<file path="src/sv/assert_macros.svh">
// ----------------------------------------------------------------------------
// assertion macros
// shared concurrent assertion forms, clocked on clk_i, off during reset
// ----------------------------------------------------------------------------
`ifndef ASSERT_MACROS_SVH
`define ASSERT_MACROS_SVH

// implication checked at every rising edge outside reset
`define PXR_ASSERT_IMPL(label, ante, cons, msg) \
  label: assert property (@(posedge clk_i) disable iff (!rst_ni) (ante) |-> (cons)) \
    else $error(msg);

// implication checked at the next rising edge outside reset
`define PXR_ASSERT_NEXT(label, ante, cons, msg) \
  label: assert property (@(posedge clk_i) disable iff (!rst_ni) (ante) |=> (cons)) \
    else $error(msg);

`endif

</file>
<file path="src/sv/pxr_pkg.sv">
// ----------------------------------------------------------------------------
// pxr_pkg
// shared types and constants of the pixel address remapper
// ----------------------------------------------------------------------------
package pxr_pkg;

  // field widths
  localparam int SensorW = 6;
  localparam int CoordW  = 12;
  localparam int GeoW    = 14;
  localparam int CfgW    = 64;
  localparam int CfgIdxW = 3;

  // number of table entries the hardware holds
  localparam logic [1:0] DutEntries = 2'd2;

  // default sensor size when no table entry matches
  localparam logic [CoordW-1:0] DefaultColumns = 12'd80;
  localparam logic [CoordW-1:0] DefaultRows    = 12'd336;

  // sensor sizes with a special remapping
  localparam logic [CoordW-1:0] IlvColumns = 12'd40;
  localparam logic [CoordW-1:0] IlvRows    = 12'd672;
  localparam logic [CoordW-1:0] HexColumns = 12'd120;
  localparam logic [CoordW-1:0] HexRows    = 12'd134;

  // reciprocal of five for 12-bit values: x / 5 == (x * 3277) >> 14
  localparam logic [CoordW-1:0] RecipFive = 12'd3277;
  localparam int RecipShift = 14;

  // -1 in the geometric coordinate encoding
  localparam logic [GeoW-1:0] GeoUndef = {GeoW{1'b1}};

  // configuration register indexes
  localparam logic [CfgIdxW-1:0] RegDutCount   = 3'd0;
  localparam logic [CfgIdxW-1:0] RegDut0Sensor = 3'd1;
  localparam logic [CfgIdxW-1:0] RegDut0Cols   = 3'd2;
  localparam logic [CfgIdxW-1:0] RegDut0Rows   = 3'd3;
  localparam logic [CfgIdxW-1:0] RegDut1Sensor = 3'd4;
  localparam logic [CfgIdxW-1:0] RegDut1Cols   = 3'd5;
  localparam logic [CfgIdxW-1:0] RegDut1Rows   = 3'd6;
  localparam logic [CfgIdxW-1:0] RegExclMask   = 3'd7;

  // configuration register contents
  typedef struct packed {
    logic [1:0]         dut_count;
    logic [SensorW-1:0] dut0_sensor;
    logic [CoordW-1:0]  dut0_columns;
    logic [CoordW-1:0]  dut0_rows;
    logic [SensorW-1:0] dut1_sensor;
    logic [CoordW-1:0]  dut1_columns;
    logic [CoordW-1:0]  dut1_rows;
    logic [CfgW-1:0]    excluded_mask;
  } cfg_t;

  // mapping result of one hit
  typedef struct packed {
    logic            keep;
    logic [GeoW-1:0] geo_column;
    logic [GeoW-1:0] geo_row;
  } geo_res_t;

endpackage

</file>
<file path="src/sv/pxr_cfg_regs.sv">
// ----------------------------------------------------------------------------
// pxr_cfg_regs
// configuration register file, written through a plain write port
// ----------------------------------------------------------------------------
module pxr_cfg_regs (
  input  logic                         clk_i,
  input  logic                         rst_ni,
  input  logic                         cfg_we_i,
  input  logic [pxr_pkg::CfgIdxW-1:0]  cfg_idx_i,
  input  logic [pxr_pkg::CfgW-1:0]     cfg_wdata_i,
  output pxr_pkg::cfg_t                cfg_o
);

  pxr_pkg::cfg_t cfg_q, cfg_d;

  // register write decode
  always_comb begin
    cfg_d = cfg_q;
    if (cfg_we_i) begin
      case (cfg_idx_i)
        pxr_pkg::RegDutCount:   cfg_d.dut_count     = cfg_wdata_i[1:0];
        pxr_pkg::RegDut0Sensor: cfg_d.dut0_sensor   = cfg_wdata_i[pxr_pkg::SensorW-1:0];
        pxr_pkg::RegDut0Cols:   cfg_d.dut0_columns  = cfg_wdata_i[pxr_pkg::CoordW-1:0];
        pxr_pkg::RegDut0Rows:   cfg_d.dut0_rows     = cfg_wdata_i[pxr_pkg::CoordW-1:0];
        pxr_pkg::RegDut1Sensor: cfg_d.dut1_sensor   = cfg_wdata_i[pxr_pkg::SensorW-1:0];
        pxr_pkg::RegDut1Cols:   cfg_d.dut1_columns  = cfg_wdata_i[pxr_pkg::CoordW-1:0];
        pxr_pkg::RegDut1Rows:   cfg_d.dut1_rows     = cfg_wdata_i[pxr_pkg::CoordW-1:0];
        pxr_pkg::RegExclMask:   cfg_d.excluded_mask = cfg_wdata_i;
        default:                cfg_d = cfg_q;
      endcase
    end
  end

  // register state
  always_ff @(posedge clk_i or negedge rst_ni) begin
    if (!rst_ni) begin
      cfg_q.dut_count     <= '0;
      cfg_q.dut0_sensor   <= '0;
      cfg_q.dut0_columns  <= pxr_pkg::DefaultColumns;
      cfg_q.dut0_rows     <= pxr_pkg::DefaultRows;
      cfg_q.dut1_sensor   <= '0;
      cfg_q.dut1_columns  <= pxr_pkg::DefaultColumns;
      cfg_q.dut1_rows     <= pxr_pkg::DefaultRows;
      cfg_q.excluded_mask <= '0;
    end else begin
      cfg_q <= cfg_d;
    end
  end

  assign cfg_o = cfg_q;

endmodule

</file>
<file path="src/sv/pxr_geo_map.sv">
// ----------------------------------------------------------------------------
// pxr_geo_map
// sensor size lookup and raw-to-geometric coordinate remapping of one hit
// ----------------------------------------------------------------------------
module pxr_geo_map (
  input  pxr_pkg::cfg_t                cfg_i,
  input  logic [pxr_pkg::SensorW-1:0]  sensor_i,
  input  logic [pxr_pkg::CoordW-1:0]   column_i,
  input  logic [pxr_pkg::CoordW-1:0]   row_i,
  output pxr_pkg::geo_res_t            res_o
);

  localparam int CW = pxr_pkg::CoordW;
  localparam int GW = pxr_pkg::GeoW;

  logic [1:0]      used;
  logic [CW-1:0]   n_cols;
  logic [CW-1:0]   n_rows;
  logic            excluded;
  logic [2*CW-1:0] recip_prod;
  logic [9:0]      quot5;
  logic [CW-1:0]   rem_full;
  logic [2:0]      r5;
  logic [1:0]      c4;
  logic            outer;
  logic [GW-1:0]   col3;
  logic [GW-1:0]   col3_inc;
  logic [GW-1:0]   base_col;
  logic [GW-1:0]   low_col;
  logic [GW-1:0]   high_col;
  logic [GW-1:0]   two_q;

  // entries in use, clamped to the table size
  always_comb begin
    used = (cfg_i.dut_count > 2'd2) ? 2'd2 : cfg_i.dut_count;
    if (used > pxr_pkg::DutEntries) begin
      used = pxr_pkg::DutEntries;
    end
  end

  // sensor size lookup, second entry wins
  always_comb begin
    n_cols = pxr_pkg::DefaultColumns;
    n_rows = pxr_pkg::DefaultRows;
    if (used >= 2'd1 && cfg_i.dut0_sensor == sensor_i) begin
      n_cols = cfg_i.dut0_columns;
      n_rows = cfg_i.dut0_rows;
    end
    if (used >= 2'd2 && cfg_i.dut1_sensor == sensor_i) begin
      n_cols = cfg_i.dut1_columns;
      n_rows = cfg_i.dut1_rows;
    end
  end

  assign excluded = cfg_i.excluded_mask[sensor_i];

  // row split into row / 5 and row % 5 by reciprocal multiply
  assign recip_prod = row_i * pxr_pkg::RecipFive;
  assign quot5      = recip_prod[pxr_pkg::RecipShift +: 10];
  assign rem_full   = row_i - {quot5, 2'b00} - {2'b00, quot5};
  assign r5         = rem_full[2:0];
  assign two_q      = {{(GW-11){1'b0}}, quot5, 1'b0};

  // column phase and the three column candidates around 3c/2
  assign c4       = column_i[1:0];
  assign outer    = (c4 == 2'd0) || (c4 == 2'd3);
  assign col3     = {1'b0, column_i, 1'b0} + {2'b00, column_i};
  assign col3_inc = col3 + 14'd1;
  assign base_col = {1'b0, col3_inc[GW-1:1]};
  // floor of 3c/2, only taken for odd columns
  assign low_col  = {1'b0, col3[GW-1:1]};
  assign high_col = {1'b0, col3[GW-1:1]} + 14'd1;

  // remapping by sensor size
  always_comb begin
    res_o.keep       = !excluded;
    res_o.geo_column = {2'b00, column_i};
    res_o.geo_row    = {2'b00, row_i};
    if (n_cols == pxr_pkg::IlvColumns && n_rows == pxr_pkg::IlvRows) begin
      // odd and even columns folded into doubled rows
      res_o.geo_column = {3'b000, column_i[CW-1:1]};
      res_o.geo_row    = {1'b0, row_i, ~column_i[0]};
    end else if (n_cols == pxr_pkg::HexColumns && n_rows == pxr_pkg::HexRows) begin
      res_o.geo_column = base_col;
      res_o.geo_row    = pxr_pkg::GeoUndef;
      case (r5)
        3'd2: res_o.geo_row = two_q;
        3'd4: res_o.geo_row = two_q + 14'd1;
        3'd1: begin
          if (outer) begin
            res_o.keep = 1'b0;
          end else begin
            res_o.geo_row    = two_q + 14'd1;
            res_o.geo_column = (c4 == 2'd1) ? low_col : high_col;
          end
        end
        3'd3: begin
          if (outer) begin
            res_o.keep = 1'b0;
          end
        end
        3'd0: begin
          if (outer) begin
            res_o.geo_row    = two_q;
            res_o.geo_column = (c4 == 2'd3) ? low_col : high_col;
          end
        end
        default: res_o.geo_row = pxr_pkg::GeoUndef;
      endcase
    end
  end

endmodule

</file>
<file path="src/sv/pixel_address_remapper_core.sv">
// ----------------------------------------------------------------------------
// pixel_address_remapper_core
// remaps one hit pixel a cycle from raw to geometric sensor coordinates
// ----------------------------------------------------------------------------
// The block takes one hit per clock: busy is always low, so a hit offered on
// start is taken at every edge. Each hit goes through the input register and
// the result register to the result ports, where its result is marked
// by out_strobe_o for exactly one cycle; the receiver has to capture it
// then, it cannot stall the block. Hits of an excluded sensor, and hits that
// the 120 by 134 pattern drops, give no beat.
// The input register and the result register sit around the size lookup
// and remapping logic. Configuration is to be written only
// while no hit is in flight.
// ----------------------------------------------------------------------------
`include "assert_macros.svh"

module pixel_address_remapper_core (
  input  logic                                clk_i,
  input  logic                                rst_ni,
  // configuration write port
  input  logic                                cfg_we_i,
  input  logic [pxr_pkg::CfgIdxW-1:0]         cfg_idx_i,
  input  logic [pxr_pkg::CfgW-1:0]            cfg_wdata_i,
  // hit input
  input  logic                                start,
  output logic                                busy,
  input  logic [pxr_pkg::SensorW-1:0]         sensor_id_i,
  input  logic [pxr_pkg::CoordW-1:0]          hit_column_i,
  input  logic [pxr_pkg::CoordW-1:0]          hit_row_i,
  // result output
  output logic                                out_strobe_o,
  output logic [pxr_pkg::SensorW-1:0]         out_sensor_o,
  output logic [pxr_pkg::CoordW-1:0]          raw_column_o,
  output logic [pxr_pkg::CoordW-1:0]          raw_row_o,
  output logic signed [pxr_pkg::GeoW-1:0]     geo_column_o,
  output logic signed [pxr_pkg::GeoW-1:0]     geo_row_o
);

  pxr_pkg::cfg_t                cfg;
  pxr_pkg::geo_res_t            map_res;

  logic                         in_valid_q;
  logic [pxr_pkg::SensorW-1:0]  in_sensor_q;
  logic [pxr_pkg::CoordW-1:0]   in_column_q;
  logic [pxr_pkg::CoordW-1:0]   in_row_q;

  logic                         out_valid_q;
  logic [pxr_pkg::SensorW-1:0]  out_sensor_q;
  logic [pxr_pkg::CoordW-1:0]   out_column_q;
  logic [pxr_pkg::CoordW-1:0]   out_row_q;
  logic [pxr_pkg::GeoW-1:0]     geo_column_q;
  logic [pxr_pkg::GeoW-1:0]     geo_row_q;

  // never stalls
  assign busy = 1'b0;

  // configuration registers
  pxr_cfg_regs u_cfg_regs (
    .clk_i       (clk_i),
    .rst_ni      (rst_ni),
    .cfg_we_i    (cfg_we_i),
    .cfg_idx_i   (cfg_idx_i),
    .cfg_wdata_i (cfg_wdata_i),
    .cfg_o       (cfg)
  );

  // input register control
  always_ff @(posedge clk_i or negedge rst_ni) begin
    if (!rst_ni) begin
      in_valid_q <= 1'b0;
    end else begin
      in_valid_q <= start && !busy;
    end
  end

  // input register payload
  always_ff @(posedge clk_i) begin
    if (start && !busy) begin
      in_sensor_q <= sensor_id_i;
      in_column_q <= hit_column_i;
      in_row_q    <= hit_row_i;
    end
  end

  // lookup and remapping
  pxr_geo_map u_geo_map (
    .cfg_i    (cfg),
    .sensor_i (in_sensor_q),
    .column_i (in_column_q),
    .row_i    (in_row_q),
    .res_o    (map_res)
  );

  // result register control
  always_ff @(posedge clk_i or negedge rst_ni) begin
    if (!rst_ni) begin
      out_valid_q <= 1'b0;
    end else begin
      out_valid_q <= in_valid_q && map_res.keep;
    end
  end

  // result register payload
  always_ff @(posedge clk_i) begin
    if (in_valid_q) begin
      out_sensor_q <= in_sensor_q;
      out_column_q <= in_column_q;
      out_row_q    <= in_row_q;
      geo_column_q <= map_res.geo_column;
      geo_row_q    <= map_res.geo_row;
    end
  end

  assign out_strobe_o = out_valid_q;
  assign out_sensor_o = out_sensor_q;
  assign raw_column_o = out_column_q;
  assign raw_row_o    = out_row_q;
  assign geo_column_o = $signed(geo_column_q);
  assign geo_row_o    = $signed(geo_row_q);

  // checks
  `PXR_ASSERT_IMPL(a_beat_from_hit, out_strobe_o, $past(in_valid_q), "result beat without a hit")
  `PXR_ASSERT_NEXT(a_sensor_carried, in_valid_q && map_res.keep, out_sensor_o == $past(in_sensor_q), "sensor id not carried")
  `PXR_ASSERT_IMPL(a_column_defined, out_strobe_o, geo_column_q != pxr_pkg::GeoUndef, "geometric column undefined")

endmodule

</file>
<file path="config.mk">
export PLATFORM = sky130hd
export DESIGN_NAME = pixel_address_remapper_core
export DESIGN_NICKNAME = d
export VERILOG_FILES = /design/src/sv/pxr_pkg.sv /design/src/sv/pxr_cfg_regs.sv /design/src/sv/pxr_geo_map.sv /design/src/sv/pixel_address_remapper_core.sv
export VERILOG_INCLUDE_DIRS = /design/src /design/src/sv
export SDC_FILE = /design/constraint.sdc
export NUM_CORES = 1
export LEC_CHECK = 0
export BUFFER_PORTS_ARGS = -buffer_cell sky130_fd_sc_hd__buf_2
export CAP_MARGIN = 20
export CORE_UTILIZATION = 64
export DETAILED_ROUTE_END_ITERATION = 7
export PLACE_DENSITY = 0.95
export SLEW_MARGIN = 20
export SYNTH_ARGS = -nofsm -noshare
export SYNTH_HDL_FRONTEND = slang
export SYNTH_SLANG_ARGS = --single-unit
</file>
<file path="constraint.sdc">
create_clock -name clk_i -period 21.3 [get_ports clk_i]
set_input_delay 4.26 -clock clk_i [delete_from_list [all_inputs] [get_ports clk_i]]
set_output_delay 4.26 -clock clk_i [all_outputs]
set_load 0.05 [all_outputs]
</file>
==> qor.yml, run 1 <==
global_routing:
  grt_first_pass_wirelength_mm: 46.7
  gr-total-overflow: 0
  grt_pass1_vias: 9288
  grt_antenna_before_repair: 2
  grt_usage_pct: 29.5
  grt_max_degree: 75
route:
  vias: 8923
  drc: 0
  drt_wl_total_mm: 29.5
  drt_pass1_iterations: 5
  routed_via_density: 6.11
  drt_iter0_drc: 627
  post_drt_wl_per_cell_um: 20.2
  drtAntennaViolNets: 0
clock_tree:
  cts_sinks: 216
  clk_latency_ps: 520
  path_clk_slew_ps: 60
  cts_hold_buf: 0
  cts_setup_buffers: 0
  clockBufferDepth: 3
  h-tree-depth: 1
  cts_tree: "yes"
  numCtsBuffers: 23
  cts_resized: 0
  root_buffer: "clkbuf_16"
setup_path:
  r2r-end: "geo_row_o[8]"
  crit_path_start_kind: "register"
  r2r_start: "in_row_q[1]"
  critPathTopFamily: "adder cells"
  cp.required_ps: 21560
  critPathMaxFanout: 13
  worst-endpoint-arrival_ps: 8810
  reg2reg_depth: 27
  crit_path_end_kind: "register"
  crit_type: "reg2reg"
  critPathMostFrequentCell: "ha_1"
  critPathMaxStageDelay_ps: 890
  slowest_stage: "xor2_1"
  r2r_slack_ps: 12760
  critPathBufInv: 3
synth:
  ys_warn_count: 0
  synth_flop_cell: "dfrtp_1"
  ys_seq_area_share_pct: 45.6
  synthArstFlopShare_pct: 59.3
  yosysUniqueCellTypes: 71
  synth_nets: 1266
  synth_edf_count: 88
  avgSynthCellArea_um2: 12.6
  synth_seq_cells: 216
  synthesis.area_um2: 12800
  synthCells: 1019
cells_and_area:
  mostFrequentLayoutCells: "159 x buf_2, 129 x mux2_2, 117 x dfrtp_1"
  final_nets: 1425
  diodes: 0
  drive_above_1_share_pct: 32.6
  area_delta_synth_final_pct: 14.7
  final_common_cell: "buf_2"
  num-fill-cells: 1219
sta:
  worst_slew_pin_slew_ps: 1120
  maxSlewViolCount: 0
  slew_headroom_pct: 25.4
  finalCritPeriodShare_pct: 40.1
  rsz0062_at_grt: "false"
  finalClockSkew_ps: 9.63
  tns_ps: 0
  hold_viol: 0
  finalSetupViolCount: 0
  fmaxAchievable_ghz: 0.117
  min_period_ps: 8540
die:
  coreArea_um2: 19600
  die_w_um: 144
  start_util_pct: 65.5
  boundaryPins: 161
  rows: 51
  die_h_um: 144
  die_area_um2: 20600
placed_design:
  io_buffers: 159
  hpwl_mm: 20.8
  place_congestion: 0.937
worst_hold_path:
  hp-class: "reg2reg"
  hold_path_depth: 1
  worst_hold_path.endpoint: "u_cfg_regs.cfg_o[38]"
  worstHoldStart: "u_cfg_regs.cfg_o[38]"
flow_run:
  maxCapViolCount: 0
status:
  outcome: "complete, no violations"
-- synth_stat cells, drive strengths merged (18+ instances only) --
| cell type | instances | area (um^2) |
|---|---|---|
| xor2 | 26 | 228 |
| clkbuf | 18 | 68.8 |
| inv | 86 | 323 |
| a21oi | 41 | 209 |
| edfxtp | 88 | 2640 |
| dfrtp | 118 | 2950 |
| o21ai | 30 | 150 |
| xnor2 | 22 | 193 |
| fa | 38 | 761 |
| ha | 108 | 1350 |
| mux2 | 129 | 1450 |
| nand2 | 34 | 128 |
| mux4 | 21 | 473 |
| nor2 | 39 | 149 |
-- sequential cells by signal, summed over array words and instances (netlist names) --
| signal | count |
|---|---|
| raw_column_o | 12 |
| raw_row_o | 12 |
| in_row_q | 12 |
| in_sensor_q | 6 |
| in_valid_q | 1 |
| u_cfg_regs.cfg_o | 126 |
| geo_row_o | 14 |
| geo_column_o | 14 |
| out_sensor_o | 6 |
| out_strobe_o | 1 |
| in_column_q | 12 |
-- how the worst max path moves through the flow --
stage / start / endpoint / slack [ps] / cells past startpoint
global placement: in_row_q[1] / geo_column_o[0] / 13260 / 27
global route: in_row_q[1] / geo_row_o[8] / 12360 / 27
floorplan: in_row_q[1] / geo_column_o[0] / 14060 / 27
CTS: in_row_q[1] / geo_row_o[8] / 12800 / 27
detailed placement: in_row_q[1] / geo_row_o[8] / 12910 / 27
finish: in_row_q[1] / geo_row_o[8] / 12760 / 27
-- kinds of logic (layout without fill, tap and decap cells) --
group | Yosys count | count (layout) | share of synthesized area [%]
fa+ha+maj | 146 | 146 | 16.5
flops | 216 | 216 | 45.6
buf+inv | 121 | 297 | 3.68
compound gates | 150 | 150 | 7.78
simple gates | 181 | 181 | 7.57
xor+xnor | 49 | 49 | 3.45
other cells | 1 | 1 | 0.0292
mux | 155 | 155 | 15.4
-- metrics by stage --
stage / worst slack (ps) / std cells / hold slack, ps / area [um^2] / utilization (%)
after detailed placement: 12910 / 1416 / 490 / 13900 / 70.9
after global placement: 13260 / 1416 / 480 / 13900 / 70.9
after global routing: 12360 / 1460 / 523 / 14700 / 75.2
after floorplan: 14060 / 1019 / 421 / 12800 / -
after CTS: 12800 / 1458 / 504 / 14700 / 75.1
final: 12760 / 1460 / 500 / 14700 / 75.2
-- layer usage --
metal / track usage [%] / share of wire, % / vias to the layer above
met5: 0 / 0.037 / -
met3: 5.76 / 7.3 / 76
li1: - / - / 4040
met2: 52.6 / 52 / 394
met1: 35.6 / 38 / 4411
met4: 10.6 / 3.0 / 2
-- area by class of cell --
class | count | area, um^2 | share of cell area (%)
clock buffers | 28 | 614 | 4.17
clock inverters | 14 | 215 | 1.46
inverters | 87 | 327 | 2.22
multi-input cells | 682 | 6510 | 44.2
flip-flops and latches | 216 | 5860 | 39.8
well taps | 265 | 332 | 2.25
repair buffers | 168 | 867 | 5.89
Power of run 1 is left out: the tool's default activity adds up to more than one toggle a clock period on the data nets, which glitch-free logic cannot reach.
==> run 2: changes to the inputs <==
--- a/config.mk
+++ b/config.mk
@@ -8,9 +8,9 @@
 export LEC_CHECK = 0
 export BUFFER_PORTS_ARGS = -buffer_cell sky130_fd_sc_hd__buf_2
 export CAP_MARGIN = 20
-export CORE_UTILIZATION = 64
+export CORE_UTILIZATION = 53
 export DETAILED_ROUTE_END_ITERATION = 7
-export PLACE_DENSITY = 0.95
+export PLACE_DENSITY = 0.87
 export SLEW_MARGIN = 20
 export SYNTH_ARGS = -nofsm -noshare
 export SYNTH_HDL_FRONTEND = slang
==> constraint.sdc (replaced) <==
create_clock -name clk_i -period 7.1 [get_ports clk_i]
set_input_delay 1.42 -clock clk_i [delete_from_list [all_inputs] [get_ports clk_i]]
set_output_delay 1.42 -clock clk_i [all_outputs]
set_load 0.05 [all_outputs]
==> run 2 against run 1 <==
  * Non-clock buffer count rose by 52
  * Worst setup slack got worse by 13000 ps
  * Via count fell by 0.71%
  * Maximum frequency rose by 19%
  * Design area rose by 4.4%
  * First-iteration DRC count fell by 16%
  * Critical path type unchanged
  * Routed wire length fell by 1.7%
  * The run now ends with setup timing left
  * Sequential share of layout area fell by 1.7 points
  * Critical path depth rose by 2
  * Global-route usage fell by 5.6 points
  * Register-to-register slack got worse by 13000 ps
==> qor.yml, run 2 (synthesized netlist as in run 1, its figures left out) <==
cells_and_area:
  area_delta_synth_final_pct: 19.8
  largest_reg_flops: 126
  final_nets: 1478
  num-fill-cells: 1702
  mostFrequentLayoutCells: "158 x buf_2, 128 x mux2_2, 117 x dfrtp_1"
  drive_above_1_share_pct: 37.3
  final_cells: 1567
  diodes: 0
  final_common_cell: "buf_2"
placed_design:
  place_congestion: 0.907
  hpwl_mm: 21.0
  io_buffers: 159
  post-place-ws_ps: -390
  place_inst: 1513
route:
  drt_wl_total_mm: 29.0
  drtAntennaViolNets: 0
  drt_pass1_iterations: 5
  vias: 8860
  routed_via_density: 5.65
  drt_iter0_drc: 525
  drc: 0
  post_drt_wl_per_cell_um: 18.5
setup_path:
  cp.required_ps: 7390
  crit_path_start_kind: "register"
  slowest_stage: "fa_1"
  r2r_slack_ps: -60
  critPathMaxStageDelay_ps: 550
  worst-endpoint-arrival_ps: 7440
  crit_path_end_kind: "register"
  crit_type: "reg2reg"
  r2r_start: "in_row_q[1]"
  cp-endpoint: "geo_column_o[5]"
  r2r-end: "geo_column_o[5]"
  reg2reg_depth: 29
  critPathTopFamily: "adder cells"
  critPathMaxFanout: 7
  cp_num_cells: 29
  startpoint: "in_row_q[1]"
  critPathBufInv: 6
sta:
  hold_viol: 0
  slew_headroom_pct: 27.8
  worst_slew_pin_slew_ps: 1080
  finalClockSkew_ps: 13.9
  maxSlewViolCount: 0
  min_period_ps: 7160
  tns_ps: -85.0
  layout_setup_ws_ps: -55.9
  finalSetupViolCount: 3
  finalCritPeriodShare_pct: 101
  fmaxAchievable_ghz: 0.140
  rsz0062_at_grt: "true"
clock_tree:
  cts_hold_buf: 0
  numCtsBuffers: 24
  h-tree-depth: 1
  cts_tree: "yes"
  cts_sinks: 216
  clockBufferDepth: 3
  root_buffer: "clkbuf_16"
  clk_latency_ps: 540
  path_clk_slew_ps: 60
die:
  die_h_um: 158
  coreArea_um2: 23600
  boundaryPins: 161
  die_w_um: 158
  die_area_um2: 24800
  rows: 56
  start_util_pct: 54.4
status:
  violations: "setup timing"
  outcome: "finished, violations left"
global_routing:
  gr-total-overflow: 0
  grt_max_degree: 77
  grt_pass1_vias: 9071
  grt_usage_pct: 23.9
  grt_first_pass_wirelength_mm: 46.1
  grt_antenna_before_repair: 0
worst_hold_path:
  hp-class: "reg2reg"
flow_run:
  maxCapViolCount: 0
## run 2: cell count changes in the layout (fill, tap and decap cells not counted), moves of 3 or more
cell,delta
buf_4,+49
buf_6,+4
bufinv_16,-4
clkbuf_1,+5
clkinv_2,-4
ha_1,-10
ha_2,+5
ha_4,+5
inv_1,-4
inv_2,+4
o21ai_0,-3
o21ai_1,+3
## run 2: worst min-delay path by stage
stage / start / to / slack [ps] / cells past startpoint
after floorplan: in_sensor_q[0] / out_sensor_o[0] / 420 / 0
after global placement: u_cfg_regs.cfg_o[71] / u_cfg_regs.cfg_o[71] / 480 / 1
after detailed placement: u_cfg_regs.cfg_o[54] / u_cfg_regs.cfg_o[54] / 490 / 1
after CTS: u_cfg_regs.cfg_o[54] / u_cfg_regs.cfg_o[54] / 500 / 1
after global routing: u_cfg_regs.cfg_o[10] / u_cfg_regs.cfg_o[10] / 510 / 1
final: u_cfg_regs.cfg_o[54] / u_cfg_regs.cfg_o[54] / 500 / 1
## run 2: layer usage
layer	vias up	GRT usage (%)	wire (um)
li1	4153	-	-
met1	4360	30.7	11900
met2	289	41.0	14300
met3	58	4.41	2010
met4	0	7.35	766
met5	-	0	0
## run 2: cell type report
| class | instances | area, um^2 | area share (%) |
|---|---|---|---|
| sequential | 216 | 5860 | 38.1 |
| timing repair buffer | 220 | 1270 | 8.29 |
| clock buffer | 35 | 683 | 4.44 |
| clock inverter | 8 | 104 | 0.675 |
| inverter | 87 | 327 | 2.12 |
| tap | 319 | 399 | 2.60 |
| multi-input combinational | 682 | 6730 | 43.8 |
## run 2: stage by stage
stage	hold slack [ps]	cell area (um^2)	util, %
detailed placement	488	14300	60.6
global placement	481	14300	60.6
floorplan	421	12900	-
CTS	501	15200	64.4
global route	514	15400	65.1
finish	499	15400	65.1
## run 2: timing repair
action                                  CTS  global route
setup buffers                             4             7
pin swaps                                20            33
endpoints found under the setup margin   24            28
gates resized for setup                  15            28
endpoints found under the hold margin     0             0
Power of run 2 is left out for the same reason.
